[src/rtl/rsi_pkg.sv]
// ----------------------------------------------------------------------------
// Rectangle subtract/intersect package
// Shared types and piece codes for the rectangle difference and overlap block.
// ----------------------------------------------------------------------------
package rsi_pkg;

  localparam int SLOTS = 4;

  localparam logic [2:0] PIECE_WHOLE  = 3'd0;
  localparam logic [2:0] PIECE_TOP    = 3'd1;
  localparam logic [2:0] PIECE_LEFT   = 3'd2;
  localparam logic [2:0] PIECE_BOTTOM = 3'd3;
  localparam logic [2:0] PIECE_RIGHT  = 3'd4;
  localparam logic [2:0] PIECE_CROSS  = 3'd5;

  localparam logic MODE_SUBTRACT  = 1'b0;
  localparam logic MODE_INTERSECT = 1'b1;

  typedef struct packed {
    logic               mode;
    logic signed [15:0] a_x;
    logic signed [15:0] a_y;
    logic [14:0]        a_w;
    logic [14:0]        a_h;
    logic signed [15:0] b_x;
    logic signed [15:0] b_y;
    logic [14:0]        b_w;
    logic [14:0]        b_h;
  } req_t;

  typedef struct packed {
    logic signed [15:0] x;
    logic signed [15:0] y;
    logic [15:0]        w;
    logic [15:0]        h;
    logic [2:0]         piece;
  } rect_t;

endpackage

[src/rtl/rsi_req_if.sv]
// ----------------------------------------------------------------------------
// Rectangle request channel
// Valid/ready channel carrying a mode and the two rectangles A and B.
// ----------------------------------------------------------------------------
interface rsi_req_if;
  logic               valid;
  logic               ready;
  logic               mode;
  logic signed [15:0] a_x;
  logic signed [15:0] a_y;
  logic [14:0]        a_w;
  logic [14:0]        a_h;
  logic signed [15:0] b_x;
  logic signed [15:0] b_y;
  logic [14:0]        b_w;
  logic [14:0]        b_h;

  modport source (output valid, mode, a_x, a_y, a_w, a_h, b_x, b_y, b_w, b_h,
                  input ready);
  modport sink (input valid, mode, a_x, a_y, a_w, a_h, b_x, b_y, b_w, b_h,
                output ready);
endinterface

[src/rtl/rsi_res_if.sv]
// ----------------------------------------------------------------------------
// Rectangle result channel
// Valid/ready channel carrying one result rectangle, its piece code and last.
// ----------------------------------------------------------------------------
interface rsi_res_if;
  logic               valid;
  logic               ready;
  logic signed [15:0] r_x;
  logic signed [15:0] r_y;
  logic [15:0]        r_w;
  logic [15:0]        r_h;
  logic [2:0]         piece;
  logic               last;

  modport source (output valid, r_x, r_y, r_w, r_h, piece, last, input ready);
  modport sink (input valid, r_x, r_y, r_w, r_h, piece, last, output ready);
endinterface

[src/rtl/rsi_calc.sv]
// ----------------------------------------------------------------------------
// Rectangle piece calculator
// Works out all result rectangles of one request and a mask of those present,
// in emission order.
// ----------------------------------------------------------------------------
module rsi_calc import rsi_pkg::*; (
  input  req_t             req,
  output logic [SLOTS-1:0] mask,
  output rect_t            slot [SLOTS]
);

  logic signed [17:0] ax, ay, aw, ah, bx, by, bw, bh;
  logic signed [17:0] ax2, ay2, bx2, by2;
  logic signed [17:0] lox, loy, hix, hiy;
  logic signed [17:0] top_h, left_w, bot_h, right_w, mid_h, cross_w;
  logic               apart;

  always_comb begin
    ax = {{2{req.a_x[15]}}, req.a_x};
    ay = {{2{req.a_y[15]}}, req.a_y};
    bx = {{2{req.b_x[15]}}, req.b_x};
    by = {{2{req.b_y[15]}}, req.b_y};
    aw = {3'b000, req.a_w};
    ah = {3'b000, req.a_h};
    bw = {3'b000, req.b_w};
    bh = {3'b000, req.b_h};
    ax2 = ax + aw;
    ay2 = ay + ah;
    bx2 = bx + bw;
    by2 = by + bh;
    apart = (ay2 < by) || (by2 < ay) || (ax2 < bx) || (bx2 < ax);
    lox = (ax > bx) ? ax : bx;
    loy = (ay > by) ? ay : by;
    hix = (ax2 < bx2) ? ax2 : bx2;
    hiy = (ay2 < by2) ? ay2 : by2;
    cross_w = hix - lox;
    mid_h   = hiy - loy;
    top_h   = by - ay;
    left_w  = bx - ax;
    bot_h   = ay2 - by2;
    right_w = ax2 - bx2;

    for (int i = 0; i < SLOTS; i++) begin
      slot[i] = '0;
    end
    mask = '0;

    if (req.mode == MODE_INTERSECT) begin
      mask[0] = !apart;
      slot[0] = '{x: lox[15:0], y: loy[15:0], w: cross_w[15:0], h: mid_h[15:0],
                  piece: PIECE_CROSS};
    end else if (apart) begin
      mask[0] = 1'b1;
      slot[0] = '{x: req.a_x, y: req.a_y, w: aw[15:0], h: ah[15:0],
                  piece: PIECE_WHOLE};
    end else begin
      mask[0] = ay < by;
      slot[0] = '{x: req.a_x, y: req.a_y, w: aw[15:0], h: top_h[15:0],
                  piece: PIECE_TOP};
      mask[1] = ax < bx;
      slot[1] = '{x: req.a_x, y: loy[15:0], w: left_w[15:0], h: mid_h[15:0],
                  piece: PIECE_LEFT};
      mask[2] = by2 < ay2;
      slot[2] = '{x: req.a_x, y: by2[15:0], w: aw[15:0], h: bot_h[15:0],
                  piece: PIECE_BOTTOM};
      mask[3] = bx2 < ax2;
      slot[3] = '{x: bx2[15:0], y: loy[15:0], w: right_w[15:0], h: mid_h[15:0],
                  piece: PIECE_RIGHT};
    end
  end

endmodule

[src/rtl/rsi_emit.sv]
// ----------------------------------------------------------------------------
// Rectangle piece emitter
// Holds the pieces of one request and sends them one beat at a time through
// an output register, marking the final beat with last.
// ----------------------------------------------------------------------------
module rsi_emit import rsi_pkg::*; (
  input  logic             clk,
  input  logic             rst,
  input  logic             load_valid,
  output logic             load_ready,
  input  logic [SLOTS-1:0] load_mask,
  input  rect_t            load_slot [SLOTS],
  rsi_res_if.source        res
);

  logic [SLOTS-1:0] mask;
  logic [SLOTS-1:0] mask_next;
  rect_t            slot [SLOTS];
  logic [SLOTS-1:0] low_bit;
  logic [1:0]       sel;
  logic             out_free;
  logic             pop;
  logic             out_valid;
  rect_t            out_rect;
  logic             out_last;

  always_comb begin
    low_bit  = mask & (~mask + 1'b1);
    sel      = 2'd0;
    for (int i = SLOTS - 1; i >= 0; i--) begin
      if (mask[i]) begin
        sel = 2'(i);
      end
    end
    out_free   = !out_valid || res.ready;
    pop        = out_free && (|mask);
    mask_next  = pop ? (mask & ~low_bit) : mask;
    load_ready = (mask_next == '0);
  end

  always_ff @(posedge clk) begin
    if (rst) begin
      mask      <= '0;
      out_valid <= 1'b0;
    end else begin
      if (load_valid && load_ready) begin
        mask <= load_mask;
      end else begin
        mask <= mask_next;
      end
      if (pop) begin
        out_valid <= 1'b1;
      end else if (res.ready) begin
        out_valid <= 1'b0;
      end
    end
  end

  always_ff @(posedge clk) begin
    if (load_valid && load_ready) begin
      slot <= load_slot;
    end
    if (pop) begin
      out_rect <= slot[sel];
      out_last <= (mask_next == '0);
    end
  end

  assign res.valid = out_valid;
  assign res.r_x   = out_rect.x;
  assign res.r_y   = out_rect.y;
  assign res.r_w   = out_rect.w;
  assign res.r_h   = out_rect.h;
  assign res.piece = out_rect.piece;
  assign res.last  = out_last;

endmodule

[src/rtl/rect_subtract_intersect.sv]
// ----------------------------------------------------------------------------
// Rectangle subtract / intersect
// Subtracts rectangle B from A (pieces top, left, bottom, right) or gives
// their overlap, one result rectangle per beat.
// ----------------------------------------------------------------------------
// A request is registered, its pieces are worked out combinationally into a
// piece buffer, and the buffer sends one piece per cycle through the output
// register while the result port takes them, so the result port sets the
// sustained rate. A request yields zero to four pieces; one that yields
// nothing (A covered by B, or apart in intersect mode) sends no result beat.
// The request register, piece buffer and output register lie before the first
// result beat. The next request is taken while the last one's pieces leave.
module rect_subtract_intersect import rsi_pkg::*; (
  input  logic      clk,
  input  logic      rst,
  rsi_req_if.sink   req,
  rsi_res_if.source res
);

  logic             in_valid;
  req_t             in_req;
  logic             load_ready;
  logic [SLOTS-1:0] calc_mask;
  rect_t            calc_slot [SLOTS];

  assign req.ready = !in_valid || load_ready;

  always_ff @(posedge clk) begin
    if (rst) begin
      in_valid <= 1'b0;
    end else if (req.ready) begin
      in_valid <= req.valid;
    end
  end

  always_ff @(posedge clk) begin
    if (req.valid && req.ready) begin
      in_req <= '{mode: req.mode, a_x: req.a_x, a_y: req.a_y, a_w: req.a_w,
                  a_h: req.a_h, b_x: req.b_x, b_y: req.b_y, b_w: req.b_w,
                  b_h: req.b_h};
    end
  end

  rsi_calc u_calc (
    .req  (in_req),
    .mask (calc_mask),
    .slot (calc_slot)
  );

  rsi_emit u_emit (
    .clk        (clk),
    .rst        (rst),
    .load_valid (in_valid),
    .load_ready (load_ready),
    .load_mask  (calc_mask),
    .load_slot  (calc_slot),
    .res        (res)
  );

endmodule
[src/flat_wrapper.sv]
// flat-port wrapper written by rule: the top's interface ports become plain ports
module rect_subtract_intersect_flat import rsi_pkg::*;
  (clk, rst, req_valid, req_mode, req_a_x, req_a_y, req_a_w, req_a_h, req_b_x, req_b_y, req_b_w, req_b_h, req_ready, res_valid, res_r_x, res_r_y, res_r_w, res_r_h, res_piece, res_last, res_ready);
  rsi_req_if req_i ();
  rsi_res_if res_i ();
  input  logic clk;
  input  logic rst;
  input wire logic [$bits(req_i.valid)-1:0] req_valid;
  input wire logic [$bits(req_i.mode)-1:0] req_mode;
  input wire logic [$bits(req_i.a_x)-1:0] req_a_x;
  input wire logic [$bits(req_i.a_y)-1:0] req_a_y;
  input wire logic [$bits(req_i.a_w)-1:0] req_a_w;
  input wire logic [$bits(req_i.a_h)-1:0] req_a_h;
  input wire logic [$bits(req_i.b_x)-1:0] req_b_x;
  input wire logic [$bits(req_i.b_y)-1:0] req_b_y;
  input wire logic [$bits(req_i.b_w)-1:0] req_b_w;
  input wire logic [$bits(req_i.b_h)-1:0] req_b_h;
  output wire logic [$bits(req_i.ready)-1:0] req_ready;
  output wire logic [$bits(res_i.valid)-1:0] res_valid;
  output wire logic [$bits(res_i.r_x)-1:0] res_r_x;
  output wire logic [$bits(res_i.r_y)-1:0] res_r_y;
  output wire logic [$bits(res_i.r_w)-1:0] res_r_w;
  output wire logic [$bits(res_i.r_h)-1:0] res_r_h;
  output wire logic [$bits(res_i.piece)-1:0] res_piece;
  output wire logic [$bits(res_i.last)-1:0] res_last;
  input wire logic [$bits(res_i.ready)-1:0] res_ready;
  assign req_i.valid = req_valid;
  assign req_i.mode = req_mode;
  assign req_i.a_x = req_a_x;
  assign req_i.a_y = req_a_y;
  assign req_i.a_w = req_a_w;
  assign req_i.a_h = req_a_h;
  assign req_i.b_x = req_b_x;
  assign req_i.b_y = req_b_y;
  assign req_i.b_w = req_b_w;
  assign req_i.b_h = req_b_h;
  assign req_ready = req_i.ready;
  assign res_valid = res_i.valid;
  assign res_r_x = res_i.r_x;
  assign res_r_y = res_i.r_y;
  assign res_r_w = res_i.r_w;
  assign res_r_h = res_i.r_h;
  assign res_piece = res_i.piece;
  assign res_last = res_i.last;
  assign res_i.ready = res_ready;
  rect_subtract_intersect u_core (.clk(clk), .rst(rst), .req(req_i), .res(res_i));
endmodule
[config.mk]
export PLATFORM = sky130hd
export DESIGN_NAME = rect_subtract_intersect_flat
export DESIGN_NICKNAME = d
export VERILOG_FILES = /design/src/rtl/rsi_pkg.sv /design/src/rtl/rsi_req_if.sv /design/src/rtl/rsi_res_if.sv /design/src/rtl/rsi_calc.sv /design/src/rtl/rsi_emit.sv /design/src/rtl/rect_subtract_intersect.sv /design/src/flat_wrapper.sv
export SDC_FILE = /design/constraint.sdc
export NUM_CORES = 1
export LEC_CHECK = 0
export CORE_MARGIN = 1
export CORE_UTILIZATION = 45
export DETAILED_ROUTE_END_ITERATION = 16
export DONT_BUFFER_PORTS = 1
export PLACE_DENSITY = 0.7
export SYNTH_ARGS = -nofsm -noshare
export SYNTH_HDL_FRONTEND = slang
export SYNTH_HIERARCHICAL = 1
export SYNTH_SLANG_ARGS = --single-unit
[constraint.sdc]
create_clock -name clk -period 32.8 [get_ports clk]
set_input_delay 6.56 -clock clk [delete_from_list [all_inputs] [get_ports clk]]
set_output_delay 6.56 -clock clk [all_outputs]
set_load 0.05 [all_outputs]
==> results of run 1 <==
layer usage:
metal	wire (um)	vias up	track usage	share of wire
li1	-	8605	-	-
met1	31500	9087	0.312	0.44
met2	33000	647	0.363	0.46
met3	4640	112	0.0320	0.065
met4	2070	0	0.0762	0.029
met5	0	-	0	0
final cells by class:
class                   instances  area share
well taps                     782      0.0327
inverters                     178      0.0224
repair buffers                 20     0.00502
clock buffers                  58      0.0443
clock inverters                33      0.0119
flip-flops and latches        467       0.467
diodes                          1   0.0000837
multi-input cells            1590       0.416
cell usage in the layout (no fill, tap or decap), types with 19 or more instances in the layout:
cell,n
clkbuf_16,52
a31oi_1,19
o21ai_0,92
a21oi_1,155
edfxtp_1,461
a21o_1,53
mux4_2,67
nor2_1,248
buf_4,20
inv_1,176
mux2i_1,23
xnor2_1,63
nor3_1,64
and2_1,23
and3_1,22
ha_1,252
xor2_1,46
nand2_1,85
nor2b_1,37
nand3_1,33
kinds of logic (layout without fill, tap and decap cells):
kind of cell    count (synthesis)  in the layout  synth area share
fa+ha+maj                     263            263             0.121
simple gates                  619            619             0.108
buf+inv                       299            289            0.0521
other cells                     1              8          0.000135
flops                         467            467             0.503
xor+xnor                      111            111            0.0353
mux                           104            104            0.0683
compound gates                486            486             0.113
sequential cells by signal (all words and copies together), names as in the netlist:
signal,cells
u_core/u_emit/res.last,1
u_core/in_valid,1
u_core/u_emit/res.r_h,16
u_core/u_emit/res.piece,3
u_core/u_emit/mask,4
u_core/u_emit/res.r_y,16
u_core/in_req,125
u_core/u_emit/res.valid,1
u_core/u_emit/slot,268
u_core/u_emit/res.r_w,16
u_core/u_emit/res.r_x,16
through the flow:
step           hold WS [ns]  setup slack, ns  instance area (um^2)  cells  total power [mW]
2_1_floorplan         0.494            13.98                 27800   2356              1.23
3_3_place_gp          0.544            18.87                 28200   3037              1.38
3_5_place_dp          0.578            18.86                 28200   3037              1.39
4_1_cts               0.591            18.86                 29900   3128              1.98
5_1_grt               0.610            18.82                 29900   3128              2.07
6_report              0.588            18.85                 29900   3129              1.97
power by group:
part / leakage, nW / internal [mW] / total [mW] / switching (mW)
Sequential: 4.66 / 0.711 / 0.744 / 0.0335
Clock: 0.814 / 0.343 / 0.579 / 0.235
Combinational: 6.57 / 0.248 / 0.649 / 0.401
worst paths after layout:
| path | startpoint | cells past startpoint | endpoint |
|---|---|---|---|
| min reg2reg | u_core/u_emit/mask[3] | 2 | u_core/u_emit/mask[3] |
| max reg2reg | u_core/in_req[108] | 29 | u_core/u_emit/slot[234] |
| max | res_ready | 3 | req_ready |
| min | u_core/u_emit/mask[3] | 2 | u_core/u_emit/mask[3] |
worst max-delay path, stage by stage:
cell      delay, ns
nor2b_1        0.32
o22ai_1        0.22
nand2b_4       0.28
==> results by group, run 1 <==
Finish
  – Share of cells above drive strength 1: 0.0912
  – Storage element area: 14000 um^2
  – FILL cells: 5285
  – Multi-input logic area: 12400 um^2
  – Core Util, Final: 0.492
  – Area growth from synthesis to layout: 7.58%
  – Fin nets: 2699

CTS
  – TritonCTS clock tree: done
  – Longest Clk Path Bufs: 3
  – CTS buffer count: 51
  – Clock-pin slew on the worst setup and hold paths: 0.05 ns
  – Worst-Skew Late Latency: 0.61 ns
  – Post-CTS setup buffers: 0
  – Post-CTS sizing: 0
  – H-tree depth: 2
  – Cts hold-fix bufs: 0
  – Root buf cell: clkbuf_16
  – Clock sink total: 467

Floorplanning
  – Die Wd: 250 um
  – Chip height: 250 um
  – Core Area: 60700 um^2
  – Die area: 62700 um^2
  – IO Pins: 199
  – Row count: 90
  – Initial Utilization: 0.458

Synth
  – Post-synth ARST share: 0
  – Post-synth cell types: 88
  – Avg Cell Area, Syn: 11.8 um^2
  – Syn Inst Count: 2350
  – Top-area cell type share of the netlist area: 0.498
  – Seq/Total Area, Yosys: 0.503
  – Main synth FF type: edfxtp_1
  – Post-synth EDFFs: 461
  – Synth Register Bits: 467
  – Post-Syn Area: 27800 um^2
  – Top cells by area, synth: edfxtp_1 50%, ha_1 11%, mux4_2 5.4%
  – Most frequent cell after synthesis: edfxtp_1
  – Synth Warn #: 6
  – Most instantiated cells after synthesis: 461 x edfxtp_1, 252 x ha_1, 250 x nor2_1
  – Largest area contributor in the synthesized netlist: edfxtp_1

Route
  – DR iter-0 viols: 1466
  – Antenna Nets Post-Route: 0
  – DRC: 0
  – Avg WL per Cell: 22.8 um
  – Vias per cell: 5.90
  – Drt pass-1 iters: 5
  – Wirelength, routed: 71200 um
  – DR vias: 18451

Run status
  – Status: finished, final reports clean

GRT
  – Gr usage total: 0.225
  – Vias in the first global route: 18038
  – First-pass GRT wire length: 107000 um
  – Initial antenna violation count: 1
  – Overflow after GRT: 0
  – Pin count of the biggest net entering global routing: 76

Worst setup path
  – Crit end category: primary output
  – R2R Setup Slk: 24.23 ns
  – Worst EP required: 26.24 ns
  – Critical path class: primary input to primary output
  – Startpoint Class: primary input
  – Crit path max fanout: 4
  – Worst path arrival time: 7.39 ns

STA
  – Fin. max-slew vios: 0
  – Hold Vio Cnt, Final: 0
  – # setup viols final: 0
  – Slew headroom: 0.316
  – Final min period: 13.95 ns
  – Final TNS setup: 0 ns
  – Clk_skew: 0.0368 ns
  – RSZ-0062 raised after global routing: false
  – Peak Freq: 0.0717 GHz
  – Transition time of the tightest slew-check pin: 1.00 ns
  – Period utilization: 0.425

Run
  – Max_cap viols: 0

Place
  – Final GP Congestion: 0.914
  – Post-DP HPWL: 53000 um
  – Port Buf Inserts: 0

Pwr
  – Worst ir drop on vdd: 55.3 uV
  – Total power divided by cell area: 66.0 nW/um^2
  – Leak: 12.0 nW

Worst hold path
  – Hold Crit Class: flip-flop to flip-flop
No activity file was read; power rests on OpenSTA's default activity.
==> run 2, diff against run 1 <==
- ABC_AREA: not set -> 1
- clock period: 32.8 -> 14.2 ns (I/O delays scaled with it)
==> results by group, run 2 <==
Run status
  – Status: finished, final reports clean

Worst setup path
  – CP max stage delay: 0.54 ns (+0.22 ns)
  – Worst EP required: 14.53 ns (-11.71 ns)
  – CP Launch Point: u_core/in_req[108]
  – Worst path bufs/invs: 2 (+2)
  – Worst path arrival time: 7.45 ns (+0.06 ns)
  – Reg2reg start: u_core/in_req[108]
  – Cell family with most CP delay: compound AO/OA/AOI/OAI gates
  – Crit path max-delay cell type: a21oi_1
  – Most common cell on crit path: nand2_1
  – Startpoint Class: flip-flop
  – Critical path class: flip-flop to flip-flop
  – Crit path max fanout: 24 (+20)
  – Crit end category: flip-flop

Floorplanning
  – Core Area: 63100 um^2 (+3.9%)
  – IO Pins: 199 (unchanged)
  – Die area: 65000 um^2 (+3.6%)
  – Chip height: 255 um (+1.8%)
  – Row count: 92 (+2.2%)
  – Initial Utilization: 0.456 (-0.00148)
  – Die Wd: 255 um (+1.8%)

Finish
  – Most frequent cells in the layout: 577 x nand2_1, 461 x edfxtp_1, 369 x inv_1
  – Fin nets: 3429 (+27%)
  – Top reg by flops: u_core/u_emit/slot
  – Largest registers: u_core/u_emit/slot (268), u_core/in_req (125)
  – Area growth from synthesis to layout: 7.06%
  – Largest register FFs: 268 (unchanged)
  – Commonest non-fill, non-tap cell in the layout: nand2_1
  – Share of cells above drive strength 1: 0.0507 (-0.0405)
  – FILL cells: 5948 (+13%)

STA
  – Hold Vio Cnt, Final: 0 (unchanged)
  – Period utilization: 0.501
  – Final min period: 7.12 ns
  – # setup viols final: 0 (unchanged)
  – Transition time of the tightest slew-check pin: 1.05 ns (+0.0514 ns)
  – Final TNS setup: 0 ns (unchanged)
  – Fin. max-slew vios: 0 (unchanged)
  – Slew headroom: 0.299 (-0.0171)
  – Peak Freq: 0.140 GHz
  – Clk_skew: 0.0251 ns (-0.0117 ns)
  – RSZ-0062 raised after global routing: false

CTS
  – Post-CTS sizing: 0 (unchanged)
  – H-tree depth: 2 (unchanged)
  – Longest Clk Path Bufs: 3 (unchanged)
  – Post-CTS setup buffers: 0 (unchanged)
  – CTS buffer count: 52 (+2.0%)
  – Worst-Skew Late Latency: 0.61 ns (about the same)
  – Cts hold-fix bufs: 0 (unchanged)
  – Clock sink total: 467 (unchanged)
  – TritonCTS clock tree: done
  – Root buf cell: clkbuf_16
  – Clock-pin slew on the worst setup and hold paths: 0.07 ns (+0.02 ns)

GRT
  – Pin count of the biggest net entering global routing: 112 (+47%)
  – Overflow after GRT: 0 (unchanged)
  – Vias in the first global route: 19681 (+9.1%)
  – Gr usage total: 0.243 (+0.0179)
  – Initial antenna violation count: 4 (+3)
  – First-pass GRT wire length: 119000 um (+11%)

Route
  – DRC: 0 (unchanged)
  – DR vias: 21289 (+15%)
  – Vias per cell: 5.43 (-7.9%)
  – DR iter-0 viols: 1966 (+34%)
  – Wirelength, routed: 79800 um (+12%)
  – Drt pass-1 iters: 6 (+1)
  – Antenna Nets Post-Route: 0 (unchanged)
  – Avg WL per Cell: 20.3 um (-11%)

Synth
  – Avg Cell Area, Syn: 9.27 um^2 (-22%)
  – Top cells by area, synth: edfxtp_1 48%, ha_1 11%, nand2_1 7.5%
  – Synth Register Bits: 467 (unchanged)
  – Top-area cell type share of the netlist area: 0.481 (-0.0173)
  – Syn Inst Count: 3106 (+32%)
  – Post-Syn Area: 28800 um^2 (+3.6%)
  – Post-synth cell types: 53 (-40%)
  – Main synth FF type: edfxtp_1
  – Seq/Total Area, Yosys: 0.485 (-0.0174)
  – Largest area contributor in the synthesized netlist: edfxtp_1
  – Post-synth ARST share: 0 (unchanged)
  – Post-synth EDFFs: 461 (unchanged)
  – Most frequent cell after synthesis: nand2_1
  – Synth Warn #: 6 (unchanged)
  – Most instantiated cells after synthesis: 577 x nand2_1, 461 x edfxtp_1, 371 x inv_1

Worst hold path
  – Min-delay src: u_core/u_emit/mask[3]
  – Hold Crit Class: flip-flop to flip-flop

Pwr
  – Total Power: 4.78 mW (+140%)
  – Leak: 13.4 nW (+11%)
  – Total power divided by cell area: 155 nW/um^2 (+130%)
  – Worst ir drop on vdd: 92.5 uV (+67%)

Place
  – Post-DP HPWL: 59500 um (+12%)
  – Port Buf Inserts: 0 (unchanged)
  – Final GP Congestion: 1.04 (+13%)

Run
  – Max_cap viols: 0 (unchanged)
## run 2: path summary, 6_finish.rpt
| check | end | slack, ns | cells after the start |
|---|---|---|---|
| worst max-delay path | u_core/u_emit/slot[231] | 7.08 | 29 |
| worst min-delay path | u_core/u_emit/mask[3] | 0.52 | 2 |
| worst max register to register | u_core/u_emit/slot[231] | 7.08 | 29 |
| worst min register to register | u_core/u_emit/mask[3] | 0.52 | 2 |
## run 2: cell type report
cell class / count / area [um^2] / share of cell area
flip-flops and latches: 467 / 14000 / 0.453
multi-input cells: 2115 / 12500 / 0.407
inverters: 380 / 1430 / 0.0465
clock buffers: 60 / 1350 / 0.0439
well taps: 846 / 1060 / 0.0344
clock inverters: 31 / 310 / 0.0101
repair buffers: 22 / 165 / 0.00536
diodes: 1 / 2.50 / 0.0000812
## run 2: worst register-to-register path, delay by kind of cell (launching register included)
kind            cells  cell delay (ns)
compound gates      9             2.72
xor+xnor            2             0.56
fa+ha+maj           4             1.36
buf+inv             2             0.17
flops               1             0.47
simple gates       12             1.57
## run 2: logic make-up (layout without fill, tap and decap cells)
group | Yosys count | count (layout) | share of synthesized area
simple gates | 1085 | 1085 | 0.156
fa+ha+maj | 262 | 262 | 0.117
buf+inv | 530 | 493 | 0.0819
xor+xnor | 125 | 125 | 0.0383
other cells | 1 | 8 | 0.000130
compound gates | 636 | 636 | 0.122
flops | 467 | 467 | 0.485
## run 2: metrics by stage
| step | area (um^2) | cells | util | hold slack [ns] | setup WS (ns) |
|---|---|---|---|---|---|
| CTS | 30800 | 3921 | 0.488 | 0.515 | 7.26 |
| floorplan | 28800 | 3112 | - | 0.472 | 3.68 |
| finish | 30800 | 3922 | 0.488 | 0.516 | 7.08 |
| global route | 30800 | 3921 | 0.488 | 0.531 | 6.50 |
| global placement | 29100 | 3830 | 0.462 | 0.508 | 7.50 |
| detailed placement | 29100 | 3830 | 0.462 | 0.507 | 7.31 |
## run 2: metal layers
| layer | vias to the layer above | global-route usage | share of wire |
|---|---|---|---|
| met5 | - | 0 | 0 |
| met4 | 0 | 0.0712 | 0.028 |
| met3 | 126 | 0.0470 | 0.079 |
| met2 | 782 | 0.373 | 0.44 |
| met1 | 9924 | 0.348 | 0.45 |
| li1 | 10457 | - | - |
## run 2: where the power goes
group / leakage (nW) / switching [mW] / internal (mW)
Sequential: 4.58 / 0.0949 / 1.66
Combinational: 7.98 / 1.14 / 0.552
Clock: 0.807 / 0.562 / 0.774
Total: 13.4 / 1.79 / 2.98
==> run 3, diff against run 2 <==
- clock period: 14.2 -> 6.6 ns (I/O delays scaled with it)
==> results by group, run 3 (synthesis gave the netlist of run 2 again) <==
Run status
  – Status: finished, final reports clean

Worst setup path
  – CP max stage delay: 0.46 ns (-0.08 ns)
  – R2R cell count: 28 (-3.4%)
  – Crit end category: flip-flop
  – Worst path arrival time: 6.33 ns (-1.12 ns)
  – Startpoint Class: flip-flop
  – Most common cell on crit path: nand2_1
  – Crit path max-delay cell type: fa_1
  – Worst EP required: 6.91 ns (-7.62 ns)
  – Critical path class: flip-flop to flip-flop
  – Crit path max fanout: 22 (-8.3%)

STA
  – Period utilization: 0.912 (+0.411)
  – # setup viols final: 0 (unchanged)
  – Final min period: 6.02 ns (-1.10 ns)
  – Worst setup margin: 0.579 ns (-6.50 ns)
  – RSZ-0062 raised after global routing: true
  – Slew headroom: 0.248 (-0.0512)
  – Clk_skew: 0.0206 ns (-0.00443 ns)
  – Fin. max-slew vios: 0 (unchanged)
  – Transition time of the tightest slew-check pin: 1.13 ns (+0.0767 ns)
  – Peak Freq: 0.166 GHz (+18%)
  – Hold Vio Cnt, Final: 0 (unchanged)

Floorplanning
  – Chip height: 255 um (unchanged)
  – Core Area: 63100 um^2 (unchanged)
  – Die Wd: 255 um (unchanged)
  – Die area: 65000 um^2 (unchanged)
  – Initial Utilization: 0.456 (unchanged)
  – Row count: 92 (unchanged)
  – IO Pins: 199 (unchanged)

Worst hold path
  – Number of cells on the worst hold path: 2 (unchanged)
  – Hold Crit Class: flip-flop to flip-flop

Place
  – Final GP Congestion: 1.00 (-3.1%)
  – Post-DP HPWL: 59200 um (-0.49%)
  – Post-Place Setup Slack: 0.168 ns (-7.14 ns)
  – Port Buf Inserts: 0 (unchanged)
  – Placed Area: 29400 um^2 (+0.71%)

CTS
  – Longest Clk Path Bufs: 3 (unchanged)
  – Root buf cell: clkbuf_16
  – Cts hold-fix bufs: 0 (unchanged)
  – Clock-pin slew on the worst setup and hold paths: 0.06 ns (about the same)
  – Clock sink total: 467 (unchanged)
  – CTS buffer count: 49 (-5.8%)
  – Worst-Skew Late Latency: 0.60 ns (about the same)
  – TritonCTS clock tree: done
  – H-tree depth: 2 (unchanged)

Route
  – DR iter-0 viols: 1992 (+1.3%)
  – Drt pass-1 iters: 6 (unchanged)
  – Wirelength, routed: 78400 um (-1.8%)
  – Avg WL per Cell: 19.9 um (-2.4%)
  – Vias per cell: 5.42 (-0.20%)
  – DR vias: 21376 (+0.41%)
  – Antenna Nets Post-Route: 0 (unchanged)
  – DRC: 0 (unchanged)

GRT
  – Pin count of the biggest net entering global routing: 196 (+75%)
  – Gr usage total: 0.239 (-0.00375)
  – First-pass GRT wire length: 117000 um (-1.3%)
  – Overflow after GRT: 0 (unchanged)
  – Initial antenna violation count: 6 (+2)
  – Vias in the first global route: 19780 (+0.50%)

Finish
  – Largest registers: u_core/u_emit/slot (268), u_core/in_req (125)
  – Final Cell Area: 31000 um^2 (+0.66%)
  – Top reg by flops: u_core/u_emit/slot
  – Area growth from synthesis to layout: 7.76%
  – Share of cells above drive strength 1: 0.0646 (+0.0138)
  – Core Util, Final: 0.492 (+0.00321)
  – Most frequent cells in the layout: 572 x nand2_1, 461 x edfxtp_1, 368 x inv_1
  – Commonest non-fill, non-tap cell in the layout: nand2_1
  – Largest register FFs: 268 (unchanged)
  – Fin nets: 3451 (+0.64%)

Pwr
  – Total Power: 10.2 mW (+110%)
  – Total power divided by cell area: 328 nW/um^2 (+110%)
  – Worst ir drop on vdd: 183 uV (+98%)
  – Leak: 13.5 nW (+0.70%)

Run
  – Max_cap viols: 0 (unchanged)
==> run 3: layout make-up <==
class                           count  area, um^2
Fill cell                        5948       32100
Sequential cell                   467       14000
Multi-Input combinational cell   2115       12600
Inverter                          380        1440
Clock buffer                       59        1290
Tap cell                          846        1060
Timing Repair Buffer               47         369
Clock inverter                     29         272
Antenna cell                        3        7.51
==> run 3: timing repair <==
action,CTS,global route
endpoints found under the setup margin,0,32
buffers inserted,0,3
gates resized for setup,0,21
==> run 3: worst paths after layout <==
path / start / to / slack (ns)
setup / recovery: u_core/in_req[31] / u_core/u_emit/slot[14] / 0.58
hold / removal: u_core/u_emit/mask[3] / u_core/u_emit/mask[3] / 0.53
setup reg to reg: u_core/in_req[31] / u_core/u_emit/slot[14] / 0.58
hold reg to reg: u_core/u_emit/mask[3] / u_core/u_emit/mask[3] / 0.53
==> run 3: critical path, delay by kind of cell (launching register included) <==
family | cells | cell delay [ns]
compound gates | 8 | 1.86
simple gates | 15 | 1.77
fa+ha+maj | 3 | 1.31
flops | 1 | 0.43
buf+inv | 2 | 0.35
==> run 3: per-layer routing <==
layer  vias up  GRT usage  part of all wire
li1      10486          -                 -
met1      9964      0.342              0.45
met2       771      0.357              0.43
met3       147     0.0559             0.080
met4         8     0.0801             0.033
met5         -          0           0.00070
==> run 3: report_power, final <==
part	leakage [nW]	internal [mW]	switching, mW
clock	0.761	1.56	1.15
sequential	4.58	3.57	0.203
combinational	8.12	1.25	2.45
total	13.5	6.38	3.81
==> run 3: per-stage QoR <==
step	cells	hold WS (ns)	setup TNS (ns)
after floorplan	3112	0.491	-601.39
after global placement	3852	0.524	0
after detailed placement	3852	0.518	0
after CTS	3940	0.528	0
after global routing	3944	0.549	-0.0113
final	3946	0.534	0
